## config.mk

```make
export PLATFORM = sky130hd
export DESIGN_NAME = timed_valve_positioner
export DESIGN_NICKNAME = d
export VERILOG_FILES = /design/src/hw/rtl/tvp_pkg.sv /design/src/hw/rtl/tvp_core.sv /design/src/hw/rtl/timed_valve_positioner.sv
export SDC_FILE = /design/constraint.sdc
export NUM_CORES = 1
export LEC_CHECK = 0
export BUFFER_PORTS_ARGS = -buffer_cell sky130_fd_sc_hd__clkbuf_2
export CORE_ASPECT_RATIO = 0.5
export CORE_MARGIN = 10
export CORE_UTILIZATION = 46
export DETAILED_ROUTE_END_ITERATION = 10
export PLACE_DENSITY = 0.7
export SYNTH_ARGS = -nofsm -noshare
export SYNTH_HDL_FRONTEND = slang
export SYNTH_SLANG_ARGS = --single-unit
export TNS_END_PERCENT = 50
```

## constraint.sdc

```tcl
create_clock -name aclk -period 3.3 [get_ports aclk]
set_input_delay 0.33 -clock aclk [delete_from_list [all_inputs] [get_ports aclk]]
set_output_delay 0.33 -clock aclk [all_outputs]
set_load 0.01 [all_outputs]
```

## src/hw/rtl/tvp_pkg.sv

```systemverilog
// shared types and constants for the timed valve positioner
// no dependencies; used by tvp_core and timed_valve_positioner

package tvp_pkg;

    localparam int unsigned POS_W       = 7;
    localparam int unsigned REQ_W       = 8;
    localparam int unsigned STEP_W      = 16;
    localparam int unsigned HOMING_W    = 24;
    localparam int unsigned CFG_DATA_W  = 24;
    localparam int unsigned CFG_ADDR_W  = 1;
    localparam int unsigned IN_DATA_W   = 8;
    localparam int unsigned OUT_DATA_W  = 24;

    localparam logic [REQ_W-1:0]    MAX_REQUEST = 8'd130;
    localparam logic [POS_W-1:0]    FULL_OPEN   = 7'd100;

    localparam logic [STEP_W-1:0]   STEP_TICKS_RESET   = 16'd350;
    localparam logic [HOMING_W-1:0] HOMING_TICKS_RESET = 24'd35000;

    // register indexes on the configuration port
    localparam logic [CFG_ADDR_W-1:0] REG_STEP_TICKS   = 1'b0;
    localparam logic [CFG_ADDR_W-1:0] REG_HOMING_TICKS = 1'b1;

    typedef enum logic [1:0] {
        CMD_TICK   = 2'd0,
        CMD_SET    = 2'd1,
        CMD_RETURN = 2'd2
    } cmd_t;

    typedef enum logic [1:0] {
        DIR_NONE = 2'b00,
        DIR_UP   = 2'b01,
        DIR_DOWN = 2'b10
    } dir_t;

    typedef struct packed {
        logic [POS_W-1:0] current_position;
        logic [POS_W-1:0] target_position;
        logic             drive_up;
        logic             drive_down;
        logic             resetting;
        logic             moving;
        logic             rejected;
    } result_t;

endpackage

```

## src/hw/rtl/tvp_core.sv

```systemverilog
// positioner state, configuration registers and per-item next-state logic
// depends on tvp_pkg

module tvp_core (
    input  logic                            aclk,
    input  logic                            aresetn,
    input  logic                            cfg_we,
    input  logic [tvp_pkg::CFG_ADDR_W-1:0]  cfg_addr,
    input  logic [tvp_pkg::CFG_DATA_W-1:0]  cfg_wdata,
    input  logic                            item_en,
    input  logic [1:0]                      item_cmd,
    input  logic [tvp_pkg::REQ_W-1:0]       item_req,
    output tvp_pkg::result_t                result
);

    logic [tvp_pkg::STEP_W-1:0]   step_ticks_reg;
    logic [tvp_pkg::HOMING_W-1:0] homing_ticks_reg;

    logic                         homing_reg,  homing_next;
    logic [tvp_pkg::HOMING_W-1:0] hcount_reg,  hcount_next;
    logic [tvp_pkg::STEP_W-1:0]   scount_reg,  scount_next;
    logic [tvp_pkg::POS_W-1:0]    pos_reg,     pos_next;
    logic [tvp_pkg::POS_W-1:0]    goal_reg,    goal_next;
    tvp_pkg::dir_t                dir_reg,     dir_next;
    logic                         rflag_reg,   rflag_next;
    logic                         rejected;

    logic [tvp_pkg::HOMING_W:0]   hcount_inc;
    logic [tvp_pkg::STEP_W:0]     scount_inc;

    assign hcount_inc = {1'b0, hcount_reg} + 1'b1;
    assign scount_inc = {1'b0, scount_reg} + 1'b1;

    always_comb begin
        homing_next = homing_reg;
        hcount_next = hcount_reg;
        scount_next = scount_reg;
        pos_next    = pos_reg;
        goal_next   = goal_reg;
        dir_next    = dir_reg;
        rflag_next  = rflag_reg;
        rejected    = 1'b0;
        case (tvp_pkg::cmd_t'(item_cmd))
            tvp_pkg::CMD_TICK: begin
                if (homing_reg) begin
                    if (hcount_inc >= {1'b0, homing_ticks_reg}) begin
                        homing_next = 1'b0;
                        hcount_next = '0;
                        rflag_next  = 1'b0;
                        scount_next = '0;
                    end else begin
                        hcount_next = hcount_inc[tvp_pkg::HOMING_W-1:0];
                    end
                end else begin
                    // one step at the start of each interval
                    if (scount_reg == '0) begin
                        if (pos_reg < goal_reg) begin
                            dir_next = tvp_pkg::DIR_UP;
                            pos_next = pos_reg + 1'b1;
                        end else if (pos_reg > goal_reg) begin
                            dir_next = tvp_pkg::DIR_DOWN;
                            pos_next = pos_reg - 1'b1;
                        end else begin
                            dir_next   = tvp_pkg::DIR_NONE;
                            rflag_next = 1'b0;
                        end
                    end
                    if (scount_inc >= {1'b0, step_ticks_reg}) begin
                        scount_next = '0;
                    end else begin
                        scount_next = scount_inc[tvp_pkg::STEP_W-1:0];
                    end
                end
            end
            tvp_pkg::CMD_SET: begin
                if (item_req > tvp_pkg::MAX_REQUEST) begin
                    rejected = 1'b1;
                end else if (item_req > {1'b0, tvp_pkg::FULL_OPEN}) begin
                    goal_next = tvp_pkg::FULL_OPEN;
                end else begin
                    goal_next = item_req[tvp_pkg::POS_W-1:0];
                end
            end
            tvp_pkg::CMD_RETURN: begin
                goal_next  = '0;
                rflag_next = 1'b1;
            end
            default: begin
            end
        endcase
    end

    always_comb begin
        result.current_position = pos_next;
        result.target_position  = goal_next;
        result.drive_up         = !homing_next && (dir_next == tvp_pkg::DIR_UP);
        result.drive_down       = homing_next || (dir_next == tvp_pkg::DIR_DOWN);
        result.resetting        = rflag_next;
        result.moving           = (pos_next != goal_next);
        result.rejected         = rejected;
    end

    always_ff @(posedge aclk) begin
        if (!aresetn) begin
            step_ticks_reg   <= tvp_pkg::STEP_TICKS_RESET;
            homing_ticks_reg <= tvp_pkg::HOMING_TICKS_RESET;
        end else if (cfg_we) begin
            if (cfg_addr == tvp_pkg::REG_STEP_TICKS) begin
                step_ticks_reg <= cfg_wdata[tvp_pkg::STEP_W-1:0];
            end
            if (cfg_addr == tvp_pkg::REG_HOMING_TICKS) begin
                homing_ticks_reg <= cfg_wdata[tvp_pkg::HOMING_W-1:0];
            end
        end
    end

    always_ff @(posedge aclk) begin
        if (!aresetn) begin
            homing_reg <= 1'b1;
            hcount_reg <= '0;
            scount_reg <= '0;
            pos_reg    <= '0;
            goal_reg   <= '0;
            dir_reg    <= tvp_pkg::DIR_NONE;
            rflag_reg  <= 1'b1;
        end else if (item_en) begin
            homing_reg <= homing_next;
            hcount_reg <= hcount_next;
            scount_reg <= scount_next;
            pos_reg    <= pos_next;
            goal_reg   <= goal_next;
            dir_reg    <= dir_next;
            rflag_reg  <= rflag_next;
        end
    end

    a_pos_range: assert property (@(posedge aclk) disable iff (!aresetn)
        (pos_reg <= tvp_pkg::FULL_OPEN) && (goal_reg <= tvp_pkg::FULL_OPEN))
        else $error("position or target out of range");

    a_one_unit: assert property (@(posedge aclk) disable iff (!aresetn)
        item_en |=> (pos_reg == $past(pos_reg) || pos_reg == $past(pos_reg) + 7'd1
                     || pos_reg == $past(pos_reg) - 7'd1))
        else $error("position moved by more than one unit");

    a_idle_hold: assert property (@(posedge aclk) disable iff (!aresetn)
        !item_en |=> ($stable(pos_reg) && $stable(homing_reg) && $stable(scount_reg)))
        else $error("state changed without an item");

    a_homing_end: assert property (@(posedge aclk) disable iff (!aresetn)
        $fell(homing_reg) |-> (!rflag_reg && scount_reg == '0))
        else $error("homing ended without clearing flag and step counter");

endmodule

```

## src/hw/rtl/timed_valve_positioner.sv

```systemverilog
// Timed valve positioner: input item register, positioner core, result register.
// One result item per input item; the input register and the result register
// are separated by the core's single level of next-state logic, so an item is
// taken every clock while the result side keeps up, and a stalled result holds
// the input register full with ready low until it drains. An accepted item is
// held first in the input register and then in the result register until it is
// taken. After reset the block homes for homing_ticks tick items, driving down,
// before any step is taken; configuration writes take effect at the next clock
// edge.
// depends on tvp_pkg and tvp_core

module timed_valve_positioner (
    input  logic                              aclk,
    input  logic                              aresetn,
    // configuration
    input  logic                              cfg_we,
    input  logic [tvp_pkg::CFG_ADDR_W-1:0]    cfg_addr,
    input  logic [tvp_pkg::CFG_DATA_W-1:0]    cfg_wdata,
    // input items
    input  logic                              s_axis_tvalid,
    output logic                              s_axis_tready,
    input  logic [tvp_pkg::IN_DATA_W-1:0]     s_axis_tdata,  // [7:0] requested_position
    input  logic [1:0]                        s_axis_tuser,  // [1:0] command
    // result items
    output logic                              m_axis_tvalid,
    input  logic                              m_axis_tready,
    // [6:0] current_position, [13:7] target_position, [14] drive_up,
    // [15] drive_down, [16] resetting, [17] moving, [18] rejected, [23:19] zero
    output logic [tvp_pkg::OUT_DATA_W-1:0]    m_axis_tdata
);

    logic                          in_valid_reg;
    logic [1:0]                    in_cmd_reg;
    logic [tvp_pkg::REQ_W-1:0]     in_req_reg;
    logic                          out_valid_reg;
    tvp_pkg::result_t              out_res_reg;
    tvp_pkg::result_t              core_res;
    logic                          advance;

    // item moves from input register into the result register
    assign advance       = in_valid_reg && (!out_valid_reg || m_axis_tready);
    assign s_axis_tready = !in_valid_reg || advance;

    always_ff @(posedge aclk) begin
        if (!aresetn) begin
            in_valid_reg <= 1'b0;
        end else if (s_axis_tready) begin
            in_valid_reg <= s_axis_tvalid;
        end
    end

    always_ff @(posedge aclk) begin
        if (s_axis_tready && s_axis_tvalid) begin
            in_cmd_reg <= s_axis_tuser;
            in_req_reg <= s_axis_tdata;
        end
    end

    tvp_core u_core (
        .aclk      (aclk),
        .aresetn   (aresetn),
        .cfg_we    (cfg_we),
        .cfg_addr  (cfg_addr),
        .cfg_wdata (cfg_wdata),
        .item_en   (advance),
        .item_cmd  (in_cmd_reg),
        .item_req  (in_req_reg),
        .result    (core_res)
    );

    always_ff @(posedge aclk) begin
        if (!aresetn) begin
            out_valid_reg <= 1'b0;
        end else if (advance) begin
            out_valid_reg <= 1'b1;
        end else if (m_axis_tready) begin
            out_valid_reg <= 1'b0;
        end
    end

    always_ff @(posedge aclk) begin
        if (advance) begin
            out_res_reg <= core_res;
        end
    end

    assign m_axis_tvalid = out_valid_reg;
    assign m_axis_tdata  = {5'b0,
                            out_res_reg.rejected,
                            out_res_reg.moving,
                            out_res_reg.resetting,
                            out_res_reg.drive_down,
                            out_res_reg.drive_up,
                            out_res_reg.target_position,
                            out_res_reg.current_position};

endmodule

```

Word-level counts from Yosys, hierarchy flattened. Index checks and enable logic that the tools add are counted. W data, S select, Z words.

Bits in registers: 129. Latch bits: 0. Memory bits (writable): 0. Memory bits (read-only): 0. Input bits: 40. Output and inout bits: 26. Logic and storage cells: 82. Memories kept: 0.

Add/sub/neg operators: 4. Multiply operators: 0. Divide/modulo/power cells: 0. Magnitude comparators: 6. Equality and inequality tests: 6. Shifts and indexed selects: 0. Multiplexer cells: 29. Bitwise logic cells: 1. Reduce and logical (&&, ||, !) cells: 16.

Operators with widths (number): $mux W7 (7); $mux W16 (3); $add A24 B1 Y25 const B (1); $ge A25 B24 Y1 (1); $mux W24 (1); $add A16 B1 Y17 const B (1); $ge A17 B16 Y1 (1); $logic_not A16 Y1 (1); $pmux W7 S2 (1); $mux W1 (11); $mux W2 (5); $gt A8 B7 Y1 const B (1); $gt A8 B8 Y1 const B (1); $add A7 B1 Y7 const B (1); $gt A7 B7 Y1 (1); $lt A7 B7 Y1 (1); $ne A7 B7 Y1 (1); $sub A7 B1 Y7 const B (1); $reduce_and A3 Y1 (2); $eq A2 B1 Y1 const B (2); $eq A2 B2 Y1 const B (2); $reduce_and A2 Y1 (2); $logic_and A1 B1 Y1 (3); $logic_not A1 Y1 (3); 6 further kinds (8).

Logic depth before layout (Yosys ltp).
Depth in word-level cells: 8. Mapped depth: 18.

Modules after synthesis. From an unflattened synthesis, not the netlist that was laid out.

Cells, all modules: 820. Area, all modules: 7244.4 um^2.

Modules (own cells, without submodules): tvp_core (times used 1, cells an instance 776, area each 6228.5 um^2); timed_valve_positioner (times used 1, cells an instance 44, area each 1016.0 um^2).

Least setup slack after synthesis. OpenSTA, ideal clock, no wires.

Path kind: reg-to-reg. Start: register u_core.hcount_reg[0] (netlist bit). End: register u_core.hcount_reg[22] (netlist bit). Library setup time: 0.074 ns. Arrival: 3.381 ns. Data required time: 3.226 ns. Slack: -0.156 ns. Cell stages (with the launch flop): 16. Path buffers: 1. Period minus slack after synthesis: 3.456 ns. Cells stage by stage: dfxtp_1 -> ha_1 -> and3_4 -> and3_1 -> buf_6 -> nand4_4 -> or2_1 -> xnor2_1 -> ha_1 -> a21o_1 -> a21o_1 -> a21oi_1 -> o221a_2 -> nand2_1 -> or4_1 -> a31oi_1.

Longest elaborated chain between the ends: 3.

RTL lines: start, declared (RTL line tvp_core.sv:20) `logic [tvp_pkg::HOMING_W-1:0] hcount_reg, hcount_next;`; start signal, assigned (RTL line tvp_core.sv:128) `hcount_reg <= hcount_next;`; $add A24 B1 Y25 * (RTL line tvp_core.sv:31) `assign hcount_inc = {1'b0, hcount_reg} + 1'b1;`; $ge A25 B24 Y1 (RTL line tvp_core.sv:46) `if (hcount_inc >= {1'b0, homing_ticks_reg}) begin`; $mux W24 * (RTL line tvp_core.sv:46).

Mark *: on every way between the ends. The rest lies on a longest branch, timed or not. A chain may end at the register's enable or synchronous reset.

Final worst setup path.
Start: register u_core.scount_reg[0] (netlist bit). End: register u_core.scount_reg[3] (netlist bit).

Longest elaborated chain between the ends: 4.

RTL lines: start, declared (RTL line tvp_core.sv:21) `logic [tvp_pkg::STEP_W-1:0] scount_reg, scount_next;`; start signal, assigned (RTL line tvp_core.sv:129) `scount_reg <= scount_next;`; $add A16 B1 Y17 * (RTL line tvp_core.sv:32) `assign scount_inc = {1'b0, scount_reg} + 1'b1;`; $ge A17 B16 Y1 (RTL line tvp_core.sv:68) `if (scount_inc >= {1'b0, step_ticks_reg}) begin`; $mux W16 * (RTL line tvp_core.sv:68); $mux W16 * (RTL line tvp_core.sv:45) `if (homing_reg) begin`.

Marked as above.

==> impl_metrics.yaml <==
sta:
  fin_crit_ps: 3410
  finalSetupViolCount: 16
  slew_headroom_pct: 34.1
  finalCritPeriodShare_pct: 103
  fmax_mhz: 293
  worst_pin_slew_ps: 989
  tns_ps: -1450
  final-hold-violation-count: 0
  fin_ws_ps: -114
  drv_slew: 0
  grt_setup_unrepaired: "yes"
  finClkSkew_ps: 10.2
  holdWs_ps: 85.0
critical_path:
  rrSetupSlack_ps: -110
  cpMaxStageDelayCell: "o41ai_2"
  max_stage_delay_ps: 440
  r2r-start: "u_core.scount_reg[0]"
  crit_chain: "and3_4 > and3_4 > and3_4 > inv_4 > nor3_2 > buf_4 > nand3_4 > xnor2_4 > ha_1 > nand4_1 > o41ai_2 > a31o_2 > a21oi_2 > and3_4 > buf_12 > a21oi_2 > mux2i_1"
  r2r_cells: 17
  crit_fanout: 7
  startpoint_type: "register"
  worst_setup_path_end_kind: "register"
  worstReg2RegEnd: "u_core.scount_reg[3]"
  cp_common_cell: "and3_4"
  cp.arrival_ps: 3720
  crit_required_ps: 3610
  path_class: "reg -> reg"
cts:
  root_buffer: "clkbuf_16"
  clock_latency_ps: 420
  cts_tree: "done"
  numCtsBuffers: 17
  clkTransAtPathRegs_ps: 60
  cts_buffer_depth: 2
  htreeDepth: 4
  cts.sinks: 129
global_routing:
  grt.overflow.total: 0
  grt_pass1_wl_um: 31600
  grt_pass1_vias: 6376
  antenna_found_initial: 0
  grt_max_degree: 43
  gr-usage-all-layers_pct: 17.7
route:
  routed.top_layer: "met4"
  dr.pass1.iters: 5
  viasPerCell: 5.51
  ant_nets: 0
  dr_wl_met3_um: 897
  wl_um: 20400
  drt_iter0_markers: 558
  vias: 6709
  wl_met1_um: 9180
  remaining_drc_errors: 0
  routedWlPerCell_um: 16.8
  wl_met2_um: 9990
power:
  p_per_area_nw_per_um2: 439
  leakagePower_nw: 3.98
  vdd_ir_drop_max_v: 0.000396
synth:
  syn_area_um2: 7370
  syn_inst: 868
  synth_cell_types: 72
  ys.warnings.count: 0
  synth_enable_flop_cells: 29
  synthArstFlopShare_pct: 0
  ys_ff_latch: 129
  seq_area_frac_synth_pct: 39.0
  ys.flop_type: "dfxtp_1"
  avgSynthCellArea_um2: 8.50
status:
  outcome: "finished with violations"
  violations: "negative setup slack"
die:
  core_area_um2: 15600
  io_pins: 66
  fp-row-count: 32
  start_util_pct: 47.3
  die_w_um: 199
  die_h_um: 110
  dieArea_um2: 21800
place:
  port_buffers: 60
  dpl.hpwl_um: 13700
  gp_congestion: 0.887
flow_run:
  maxCapViolCount: 0
layout:
  final_nets: 1095
  diodes: 0
  syn2layout_area_growth_pct: 29.1
  utilization_pct: 61.1
  drive_gt1_share_pct: 27.7
hold_path:
  min_to: "in_cmd_reg[0]"
  hold_start: "s_axis_tuser[0]"
  hold_depth: 1
  hold_path.class: "in -> reg"
[worst max path at each step]
stage          cells past startpoint                 start  slack (ps)               endpoint
2_1_floorplan                     15  u_core.hcount_reg[3]           9  u_core.hcount_reg[22]
3_3_place_gp                      16  u_core.hcount_reg[3]         -50  u_core.hcount_reg[22]
3_5_place_dp                      16  u_core.hcount_reg[4]        -170  u_core.hcount_reg[22]
4_1_cts                           17  u_core.scount_reg[2]           2   u_core.scount_reg[3]
5_1_grt                           17  u_core.scount_reg[0]        -260  u_core.scount_reg[11]
6_report                          17  u_core.scount_reg[0]        -110   u_core.scount_reg[3]
[cell usage after synthesis, types with 4 or more instances]
cell type  count  share of area, %
nor2_1        43               2.2
xnor2_1       32               3.8
and3_1        15               1.3
o21ai_0       24               1.6
buf_2          4              0.27
a22o_1        13               1.5
clkbuf_1      25               1.3
nand3b_1       4              0.41
buf_1          4              0.20
nand3_1       42               2.9
buf_4          5              0.51
and2_1         9              0.76
mux2i_1        7              0.95
a31oi_1        4              0.34
edfxtp_1      29                12
or3_1          9              0.76
nand2_1      139               7.1
dfxtp_1      100                27
nand2b_1       5              0.42
xor2_1        21               2.5
a211oi_1       5              0.51
nor3_1        12              0.81
nand4_1       16               1.4
o211ai_1      15               1.5
nor2b_1        5              0.42
a21o_1        12               1.2
a21oi_1       87               5.9
inv_1         60               3.1
ha_1          55               9.3
nor4_1         4              0.34
[critical path: cells and delay by family (launching register included)]
kind,cells,cell delay (ps)
buf+inv,3,390
xor+xnor,1,200
flops,1,350
mux,1,70
compound gates,4,800
fa+ha+maj,1,320
simple gates,7,1180
[cell usage in the layout, fill, tap and decap left out, types with 12 or more instances in the layout]
| cell | count |
|---|---|
| xor2_1 | 19 |
| o211ai_1 | 15 |
| a21oi_2 | 17 |
| nand4_1 | 16 |
| inv_1 | 59 |
| edfxtp_1 | 29 |
| a22o_1 | 12 |
| xnor2_1 | 28 |
| nand2_1 | 131 |
| a21oi_1 | 71 |
| a21o_1 | 12 |
| nor3_1 | 12 |
| clkbuf_16 | 21 |
| o21ai_0 | 21 |
| nand3_1 | 38 |
| buf_4 | 77 |
| clkbuf_2 | 60 |
| nor2_1 | 40 |
| dfxtp_1 | 89 |
| ha_1 | 52 |
[final cells by class]
| type | instances | area (um^2) |
|---|---|---|
| fill | 1243 | 6050 |
| multi-input combinational | 637 | 4410 |
| sequential | 129 | 2890 |
| timing repair buffer | 154 | 1150 |
| clock buffer | 18 | 439 |
| tap | 204 | 255 |
| inverter | 61 | 231 |
| clock inverter | 14 | 153 |
[routing by layer]
metal / up-vias / GRT usage, %
met3: 34 / 2.68
met1: 3201 / 22.4
li1: 3290 / -
met5: - / 0
met4: 0 / 5.84
met2: 184 / 30.6
[report_power, final]
part	total [mW]	switching (mW)	internal, mW
Clock	1.89	0.752	1.14
Sequential	1.71	0.0349	1.68
Combinational	0.580	0.323	0.257
[repair_timing]
| action | 4_1_cts | 5_1_grt |
|---|---|---|
| hold endpoints to repair | 0 | 0 |
| gates cloned | 0 | 4 |
| pin swaps | 16 | 62 |
| endpoints found under the setup margin | 36 | 45 |
| hold buffers | 0 | 0 |
| setup buffers | 9 | 11 |
| gates resized for setup | 18 | 75 |
[logic make-up after synthesis]
family / share of synthesized area [%]
AOI/OAI and AO/OA: 15.6
xor gates and xnor gates: 6.29
adders and majority gates: 9.33
buffers and inverters: 6.45
DFF: 39.0
muxes: 1.26
other: 0.0509
and+or+nand+nor: 22.1
[through the flow]
step	power (mW)	setup slack (ps)	area, um^2	cells
floorplan	2.04	9.44	7420	872
global placement	2.20	-48.3	8300	1163
detailed placement	2.21	-168	8300	1163
CTS	4.10	1.99	9010	1203
finish	4.18	-114	9520	1217
global route	4.32	-257	9520	1217
(Power assumes the default switching activity.)
